<file path="config.mk">
export PLATFORM = sky130hd
export DESIGN_NAME = comm_loss_recovery_fsm
export DESIGN_NICKNAME = d
export VERILOG_FILES = /design/src/sv/clr_pkg.sv /design/src/sv/clr_step.sv /design/src/sv/comm_loss_recovery_fsm.sv
export SDC_FILE = /design/constraint.sdc
export NUM_CORES = 1
export LEC_CHECK = 0
export BUFFER_PORTS_ARGS = -buffer_cell sky130_fd_sc_hd__buf_4
export CAP_MARGIN = 20
export CORE_MARGIN = 3
export CORE_UTILIZATION = 55
export DETAILED_ROUTE_END_ITERATION = 7
export PLACE_DENSITY_LB_ADDON = 0.15
export SYNTH_ARGS = -nofsm -noshare
export SYNTH_HDL_FRONTEND = slang
export SYNTH_HIERARCHICAL = 1
export SYNTH_SLANG_ARGS = --single-unit
</file>
<file path="constraint.sdc">
create_clock -name i_clk -period 5.3 [get_ports i_clk]
set_input_delay 1.06 -clock i_clk [delete_from_list [all_inputs] [get_ports i_clk]]
set_output_delay 1.06 -clock i_clk [all_outputs]
set_load 0.05 [all_outputs]
</file>
<file path="src/sv/clr_pkg.sv">
// Shared types, codes and reset values for the comm-loss recovery block.
package clr_pkg;

    // Register indexes of the configuration port.
    localparam logic CFG_BLACKOUT_LIMIT  = 1'b0;
    localparam logic CFG_POWERCYCLE_WAIT = 1'b1;

    // Reset values of the configuration registers.
    localparam logic [31:0] BLACKOUT_LIMIT_RST  = 32'd86400;
    localparam logic [31:0] POWERCYCLE_WAIT_RST = 32'd28800;

    // Requested mission modes.
    localparam logic [1:0] REQ_MANUAL   = 2'd0;
    localparam logic [1:0] REQ_STANDBY  = 2'd1;
    localparam logic [1:0] REQ_SAFEHOLD = 2'd2;

    // Stage numbers as reported on the result word.
    localparam logic [2:0] CODE_UNFAULTED = 3'd0;
    localparam logic [2:0] CODE_STANDBY   = 3'd1;
    localparam logic [2:0] CODE_PC1       = 3'd2;
    localparam logic [2:0] CODE_PC2       = 3'd3;
    localparam logic [2:0] CODE_PC3       = 3'd4;
    localparam logic [2:0] CODE_SAFEHOLD  = 3'd5;

    // Fault stage, one-hot.
    typedef enum logic [5:0] {
        ST_UNFAULTED = 6'b000001,
        ST_STANDBY   = 6'b000010,
        ST_PC1       = 6'b000100,
        ST_PC2       = 6'b001000,
        ST_PC3       = 6'b010000,
        ST_SAFEHOLD  = 6'b100000
    } t_stage;

    // Input word: one control-cycle tick.
    typedef struct packed {
        logic [31:0] now_cycle;
        logic [31:0] last_contact_cycle;
        logic        radio_off;
    } t_in_word;

    // Result word.
    typedef struct packed {
        logic [1:0] mission_request;
        logic       power_cycle_pulse;
        logic [2:0] fault_stage;
    } t_out_word;

    // Fault state carried from tick to tick.
    typedef struct packed {
        t_stage      stage;
        logic [31:0] entry_cycle;
    } t_fsm_state;

endpackage

</file>
<file path="src/sv/clr_step.sv">
// Transition logic of the fault state machine for one tick.
module clr_step
    import clr_pkg::*;
(
    input  t_fsm_state  i_state,
    input  t_in_word    i_word,
    input  logic [31:0] i_blackout_limit,
    input  logic [31:0] i_powercycle_wait,
    output t_fsm_state  o_state,
    output t_out_word   o_word
);

    logic [31:0] since_contact;
    logic [31:0] in_stage;
    logic        blackout_hit;
    logic        hold_done;
    logic        wait_done;
    logic        contact_ok;

    // Wrapping elapsed times and the limit tests.
    assign since_contact = i_word.now_cycle - i_word.last_contact_cycle;
    assign in_stage      = i_word.now_cycle - i_state.entry_cycle;
    assign blackout_hit  = since_contact >= i_blackout_limit;
    assign contact_ok    = since_contact <= i_blackout_limit;
    assign hold_done     = in_stage >= i_blackout_limit;
    assign wait_done     = in_stage >= i_powercycle_wait;

    // Next stage, request and pulse.
    always_comb begin
        o_state                  = i_state;
        o_word.mission_request   = REQ_MANUAL;
        o_word.power_cycle_pulse = 1'b0;
        case (i_state.stage)
            ST_STANDBY: begin
                if (hold_done) begin
                    o_state.stage            = ST_PC1;
                    o_state.entry_cycle      = i_word.now_cycle;
                    o_word.mission_request   = REQ_STANDBY;
                    o_word.power_cycle_pulse = 1'b1;
                end
            end
            ST_PC1: begin
                if (wait_done) begin
                    o_state.stage            = ST_PC2;
                    o_state.entry_cycle      = i_word.now_cycle;
                    o_word.mission_request   = REQ_STANDBY;
                    o_word.power_cycle_pulse = 1'b1;
                end
            end
            ST_PC2: begin
                if (wait_done) begin
                    o_state.stage            = ST_PC3;
                    o_state.entry_cycle      = i_word.now_cycle;
                    o_word.mission_request   = REQ_STANDBY;
                    o_word.power_cycle_pulse = 1'b1;
                end
            end
            ST_PC3: begin
                if (wait_done) begin
                    o_state.stage          = ST_SAFEHOLD;
                    o_state.entry_cycle    = i_word.now_cycle;
                    o_word.mission_request = REQ_SAFEHOLD;
                end
            end
            ST_SAFEHOLD: begin
                if (contact_ok) begin
                    o_state.stage          = ST_UNFAULTED;
                    o_state.entry_cycle    = i_word.now_cycle;
                    o_word.mission_request = REQ_STANDBY;
                end else begin
                    o_word.mission_request = REQ_SAFEHOLD;
                end
            end
            default: begin
                o_state.stage = ST_UNFAULTED;
                if (!i_word.radio_off && blackout_hit) begin
                    o_state.stage          = ST_STANDBY;
                    o_state.entry_cycle    = i_word.now_cycle;
                    o_word.mission_request = REQ_STANDBY;
                end
            end
        endcase

        // Stage number of the stage after the step.
        case (o_state.stage)
            ST_STANDBY:  o_word.fault_stage = CODE_STANDBY;
            ST_PC1:      o_word.fault_stage = CODE_PC1;
            ST_PC2:      o_word.fault_stage = CODE_PC2;
            ST_PC3:      o_word.fault_stage = CODE_PC3;
            ST_SAFEHOLD: o_word.fault_stage = CODE_SAFEHOLD;
            default:     o_word.fault_stage = CODE_UNFAULTED;
        endcase
    end

endmodule

</file>
<file path="src/sv/comm_loss_recovery_fsm.sv">
// Top level of the comm-loss recovery block: word registers, state and configuration.
// Each input word is one control-cycle tick and yields exactly one result word. A word
// is taken into an input register, passes the stage-transition compare logic and lands
// in the output register; a new word is accepted on every clock while the output side
// keeps up, and a stall on the output holds both registers. The fault state is updated
// as each word moves to the output register, so words see the state left by the word
// before them. The user must have the blackout limit and the power-cycle wait written
// through the configuration port only while the block is idle; the block does not enforce
// this. Both return on reset to 86400 and 28800, in units of the now_cycle field.
module comm_loss_recovery_fsm
    import clr_pkg::*;
(
    input  logic        i_clk,
    input  logic        i_rst_n,
    input  logic        i_cfg_we,
    input  logic        i_cfg_index,
    input  logic [31:0] i_cfg_data,
    input  logic        i_in_valid,
    output logic        o_in_stall,
    input  t_in_word    i_in_word,
    output logic        o_out_valid,
    input  logic        i_out_stall,
    output t_out_word   o_out_word
);

    logic [31:0] r_blackout_limit;
    logic [31:0] r_powercycle_wait;
    t_fsm_state  r_state;
    t_fsm_state  n_state;
    logic        r_in_valid;
    t_in_word    r_in_word;
    logic        r_out_valid;
    t_out_word   r_out_word;
    t_out_word   n_out_word;
    logic        advance;

    // The input register moves on whenever the output register is free or being taken.
    assign advance    = !r_out_valid || !i_out_stall;
    assign o_in_stall = r_in_valid && !advance;

    // Configuration registers.
    always_ff @(posedge i_clk) begin
        if (!i_rst_n) begin
            r_blackout_limit  <= BLACKOUT_LIMIT_RST;
            r_powercycle_wait <= POWERCYCLE_WAIT_RST;
        end else if (i_cfg_we) begin
            if (i_cfg_index == CFG_BLACKOUT_LIMIT) begin
                r_blackout_limit <= i_cfg_data;
            end else begin
                r_powercycle_wait <= i_cfg_data;
            end
        end
    end

    // Input register.
    always_ff @(posedge i_clk) begin
        if (!i_rst_n) begin
            r_in_valid <= 1'b0;
        end else if (!o_in_stall) begin
            r_in_valid <= i_in_valid;
        end
    end

    always_ff @(posedge i_clk) begin
        if (!o_in_stall && i_in_valid) begin
            r_in_word <= i_in_word;
        end
    end

    // Transition logic.
    clr_step u_step (
        .i_state           (r_state),
        .i_word            (r_in_word),
        .i_blackout_limit  (r_blackout_limit),
        .i_powercycle_wait (r_powercycle_wait),
        .o_state           (n_state),
        .o_word            (n_out_word)
    );

    // Fault state, updated as a word moves into the output register.
    always_ff @(posedge i_clk) begin
        if (!i_rst_n) begin
            r_state.stage       <= ST_UNFAULTED;
            r_state.entry_cycle <= '0;
        end else if (r_in_valid && advance) begin
            r_state <= n_state;
        end
    end

    // Output register.
    always_ff @(posedge i_clk) begin
        if (!i_rst_n) begin
            r_out_valid <= 1'b0;
        end else if (advance) begin
            r_out_valid <= r_in_valid;
        end
    end

    always_ff @(posedge i_clk) begin
        if (r_in_valid && advance) begin
            r_out_word <= n_out_word;
        end
    end

    assign o_out_valid = r_out_valid;
    assign o_out_word  = r_out_word;

endmodule

</file>
# Word-level counts from Yosys, hierarchy flattened
# Cells that the tools add are included.
# word_totals
regBits	175
input_bits	103
out_inout_bits	8
mem_bits_rw	0
elab_cells	64
rom_bits	0
latchBits	0
n_memories	0
# classes
muxes	15
order_cmp	4
div_mod_pow	0
multipliers	0
bitwise	1
eq_ne	15
reduce_logical	15
shifts	0
addsub	2
# op_table
op	n
2-to-1 mux 38 bit	5
one-hot mux 38 bit (5 select lines)	1
>= comparator 32 bit	3
subtractor 32 bit	2
2-to-1 mux 34 bit	1
<= comparator 32 bit	1
one-hot mux 3 bit (5 select lines)	1
== test 6 x 2 -> 1 bit, second input constant	2
== test 6 x 3 -> 1 bit, second input constant	2
== test 6 x 4 -> 1 bit, second input constant	2
== test 6 x 5 -> 1 bit, second input constant	2
== test 6 bit, second input constant	2
!= test 2 x 1 -> 1 bit, second input constant	5
2-to-1 mux 2 bit	4
one-hot mux 2 bit (4 select lines)	1
AND reduction 7 bit	1
nonzero test 6 bit	1
zero test 1 bit	5
logical AND 1 bit	4
AND reduction 2 bit	2
one-hot mux 1 bit (2 select lines)	1
OR reduction 2 bit	1
logical OR 1 bit	1
2-to-1 mux 1 bit	1
inverter 1 bit	1

# Logic depth before layout (Yosys ltp)
# logic_depth
ltp_word	7
ltp_mapped	26
depth_no_buf	25

# Hierarchy
# The synthesis kept the hierarchy.
# by_module_without_submodules
mod	area_each_um2	cells_per_inst	n_inst
clr_step	6408.6	873	1
comm_loss_recovery_fsm	6057.1	527	1

# Least setup slack after synthesis
# OpenSTA, ideal clock, no wires.
# synth_timing
path_kind	reg2reg
start	reg r_in_word[1] in the netlist's numbering
end	reg r_state[31] in the netlist's numbering
setup_slack_ns	0.100
stages_incl_launch_ff	24
period_less_slack_ns	5.200
t_arrival_ns	5.076
n_path_buf	1
setup_time_ns	0.124
t_required_ns	5.176
cell_sequence	edfxtp_1 ha_1 fa_1 nor2b_1 o21ai_0 a21boi_1 o22ai_2 o31ai_4 a21oi_1 o21a_1 or3_1 o311ai_1 ha_1 a21o_1 a21oi_2 o21ai_1 a221oi_2 a31oi_1 nor2b_4 a2111oi_4 buf_6 mux2_4 nand3_1 o21ai_0
# synth_between
elab_chain_cells	5
word_cells_on_any_way	7
classes_between	add/sub (1); order compare (2); eq/ne (1); reduce/logical (3)
# synth_lines
element	line	source
start, declared	comm_loss_recovery_fsm.sv:31	t_in_word r_in_word;
start signal, assigned	comm_loss_recovery_fsm.sv:66	r_in_word <= i_in_word;
subtractor 32 bit *	clr_step.sv:21	assign since_contact = i_word.now_cycle - i_word.last_contact_cycle;
>= comparator 32 bit	clr_step.sv:23	assign blackout_hit = since_contact >= i_blackout_limit;
logical AND 1 bit	clr_step.sv:76	if (!i_word.radio_off && blackout_hit) begin
nonzero test 6 bit (no source line)	-	
AND reduction 7 bit (no source line) *	-	
end signal, assigned	comm_loss_recovery_fsm.sv:86	r_state <= n_state;
end, declared	comm_loss_recovery_fsm.sv:28	t_fsm_state r_state;
# Mark *: on every way between the ends. The rest lies on a longest branch, timed or not.
# A chain may end at the register's enable or synchronous reset.

# Worst setup path after layout
# layout_timing
start	reg r_in_word[33] in the netlist's numbering
end	reg r_state[13] in the netlist's numbering
# layout_between
elab_chain_cells	5
word_cells_on_any_way	14
classes_between	add/sub (2); order compare (4); eq/ne (5); reduce/logical (3)
# layout_lines
element	line
subtractor 32 bit	clr_step.sv:21
>= comparator 32 bit	clr_step.sv:23
logical AND 1 bit	clr_step.sv:76
nonzero test 6 bit (no source line)	-
AND reduction 7 bit (no source line) *	-
# Marked as above.

==> summary.md <==
| Metric | Value |
|---|---|
| Final-report max-slew violation count | 0 |
| Synthesized flop and latch total | 175 |
| Crit path from | r_in_word[33]$_DFFE_PP_ |
| R2R cell count | 27 |
| Worst Setup Slack, final | -0.284 ns |
| Vias | 10800 |
| Slew at the pin closest to its max-slew limit | 0.905 ns |
| Cell internal pwr | 2990 uW |
| Gr usage total | 27.0% |
| Fin Setup TNS | -7.95 ns |
| Routed len/inst | 17.8 um |
| Power Total | 4430 uW |
| CTS tree | built |
| VDD IR max | 0.180 mV |
| HP Start | r_blackout_limit[22]$_SDFFE_PN0P_ |
| GPL Wtd Cong | 0.907 |
| Mapped cell area | 12500 um^2 |
| Critical-path top delay cell | a2111oi_4 |
| Max-slew headroom | 38.1% |
| Synth unique cells | 71 |
| Synth top area share | 17.1% |
| Worst setup path end | r_state[13]$_SDFFE_PN0P_ |
| WP data arrival | 5.87 ns |
| Number of antenna violations at the first check in global routing | 0 |
| Syn nets | 1663 |
| Area leader, netlist | edfxtp_1 |
| Reg-to-Reg Start | r_in_word[33]$_DFFE_PP_ |
| RSZ-0062 raised after global routing | yes |
| First-pass iteration count of the detailed router | 6 |
| Clk pwr share | 30.4% |
| Crit Path Class | flip-flop to flip-flop |
| Primary FF master, synth | dfxtp_1 |
| Pin count of the biggest net entering global routing | 93 |
| Grt ovf | 0 |
| Critical path capture point type | flip-flop |
| Post-CTS Hold Fix Bufs | 0 |
| Net Sw Power | 1450 uW |
| Nets | 1875 |
| Vias in the first global route | 10400 |
| YS warnings | 6 |
| Sw frac | 32.6% |
| Max Cap Viol | 0 |
| Clk_lat worst skew | 0.44 ns |
| Die W | 157 um |
| Root Buffer | clkbuf_16 |
| Die height | 157 um |
| Iter 0 DRT Violations | 707 |
| Register area | 4210 um^2 |
| Critical R2R Capture | r_state[13]$_SDFFE_PN0P_ |
| Hold crit path type | flip-flop to flip-flop |
| Outcome | complete, but fails checks |
| Seq pwr share | 34.2% |
| Layout cells sized above 1 | 23.5% |
| Ranking of synthesized cells by area | edfxtp_1 17%, dfxtp_1 17%, ha_1 16% |
| Clk sink count | 175 |
| Synth Area per Inst | 8.90 um^2 |
| Hold Slack | 0.454 ns |
| Synth Instances | 1400 |
| # IOs | 111 |
| Post-Place Cells | 1848 |
| First-pass GRT wire length | 52900 um |
| Multi-input logic area | 7830 um^2 |
| Vias per cell | 5.68 |
| Power density over the cells | 286 nW/um^2 |
| WP data required | 5.59 ns |
| Layout Cells excl Fill | 1904 |
| Core footprint | 22000 um^2 |
| Rows | 54 |
| Fmax | 179 MHz |
| Power share of the combinational group | 35.3% |
| CP peak stage delay | 0.41 ns |
| Critical Path Fanout Max | 7 |
| Critical path launch point type | flip-flop |
| Number of antenna diodes | 0 |
| Period utilisation layout | 105% |
| Number of synthesized flops with an enable pin | 71 |
| Number of CTS-inserted buffers | 17 |
| Layout Area Growth over Synthesis | 24.2% |
| DRC Markers | 0 |
| Full die area | 24500 um^2 |
| Hold Fails Final Rpt | 0 |
| Final wirelength | 33900 um |
| Fin Clk Skew | 0.0144 ns |
| Antenna Nets Post-Route | 0 |
| P_leak | 0.00668 uW |
| Final setup violation count | 33 |
| Synth cell count leaders | 202 x nand2_1, 158 x ha_1, 158 x inv_1, 104 x dfxtp_1 |
| Worst reg-to-reg setup slack | -0.28 ns |
| Failing checks | setup timing |
| Sequential area share after synthesis | 33.8% |
| Layout filler cell count | 1738 |
| CTS HTree Levels | 4 |
| Post-DP HPWL | 23800 um |
| Clk pin slew, worst setup/hold paths | 0.07 ns |
| Asr flop ratio synth | 0% |
| Tmin final | 5.58 ns |
| Clk buf depth | 2 |
| Port-buffer cells | 110 |
| Initial core utilization | 56.6% |
| Leading cell type by number of instances after synthesis | nand2_1 |
[layout by cell type (no fill, tap or decap), drive strengths merged, types with 9 or more instances in the layout]
| cell type | synthesis | final |
|---|---|---|
| mux2 | 31 | 31 |
| o31ai | 9 | 9 |
| buf | 33 | 235 |
| o21a | 11 | 11 |
| a21o | 46 | 46 |
| a21boi | 58 | 58 |
| nor2 | 55 | 55 |
| nand4 | 17 | 17 |
| a21oi | 75 | 75 |
| nand2 | 202 | 202 |
| edfxtp | 71 | 71 |
| ha | 158 | 158 |
| inv | 158 | 163 |
| nor3 | 13 | 13 |
| clkbuf | 10 | 19 |
| nand3 | 67 | 67 |
| nand2b | 17 | 17 |
| o311ai | 9 | 9 |
| nor2b | 18 | 18 |
| dfxtp | 104 | 104 |
| o21bai | 10 | 10 |
| xnor2 | 44 | 44 |
| xor2 | 9 | 9 |
| o21ai | 79 | 79 |
[worst min path at each step]
stage | to | slack (ns) | cells after the start
5_1_grt | r_powercycle_wait[1]$_SDFFE_PN0P_ | 0.47 | 2
6_report | r_blackout_limit[22]$_SDFFE_PN0P_ | 0.45 | 2
3_3_place_gp | r_blackout_limit[2]$_SDFFE_PN0P_ | 0.44 | 2
2_1_floorplan | r_state[36]$_SDFFE_PN0P_ | 0.43 | 2
4_1_cts | r_blackout_limit[22]$_SDFFE_PN0P_ | 0.46 | 2
3_5_place_dp | r_blackout_limit[22]$_SDFFE_PN0P_ | 0.45 | 2
[layout make-up]
type,instances,area share [%]
well taps,280,2.26
clock buffers,18,2.77
multi-input cells,1024,50.6
repair buffers,236,12.2
inverters,158,3.83
clock inverters,13,1.16
flip-flops and latches,175,27.2
[metal layers]
metal	vias up	GRT usage (%)	wire length, um
met1	5129	36.8	15500
li1	5339	-	-
met2	296	45.5	16200
met3	47	3.54	1500
met4	0	6.63	664
met5	-	0	0
[sequential cells by signal (all words and copies together) (netlist names)]
name and count:
r_blackout_limit 32, r_in_word 65, r_in_valid 1, r_state 38, o_out_valid 1, r_powercycle_wait 32, o_out_word 6
[kinds of logic (layout without fill, tap and decap cells)]
group                      after synthesis  in the layout  synth area share (%)
muxes                                   35             35                  3.99
buffers and inverters                  201            425                  7.48
AOI/OAI and AO/OA                      345            345                  18.9
and+or+nand+nor                        431            431                  15.9
DFF                                    175            175                  33.8
adders and majority gates              160            160                  16.2
xor gates and xnor gates                53             53                  3.72
[timing repair]
action / CTS / global route
cloned: 2 / 1
pin swaps: 20 / 19
setup buffers: 16 / 10
resized for setup: 42 / 73
setup endpoints to repair: 40 / 41
[power groups by stage]
stage          clock, uW  sequential, uW  combinational (uW)
3_3_place_gp           0            1540                1300
6_report            1350            1520                1570
2_1_floorplan          0            1550                 912
3_5_place_dp           0            1540                1330
5_1_grt             1420            1520                1710
4_1_cts             1370            1520                1450
[through the flow]
step,worst slack (ns),utilization [%],area (um^2)
after floorplan,0.0995,-,12500
after global placement,-0.413,64.0,14100
after detailed placement,-0.511,64.0,14100
after CTS,-0.0965,68.4,15100
after global routing,-0.506,70.3,15500
final,-0.284,70.3,15500
[worst max-delay path: cells and delay by family (launching register included)]
kind                     cells  cell delay [ns]
buffers and inverters        6             0.83
adder cells (fa/ha/maj)      2             0.51
AND/OR/NAND/NOR              6             0.76
AO/OA/AOI/OAI               12             2.64
multiplexers                 1             0.30
flip-flops                   1             0.40
Note: power is estimated with default switching activity, not from simulation.
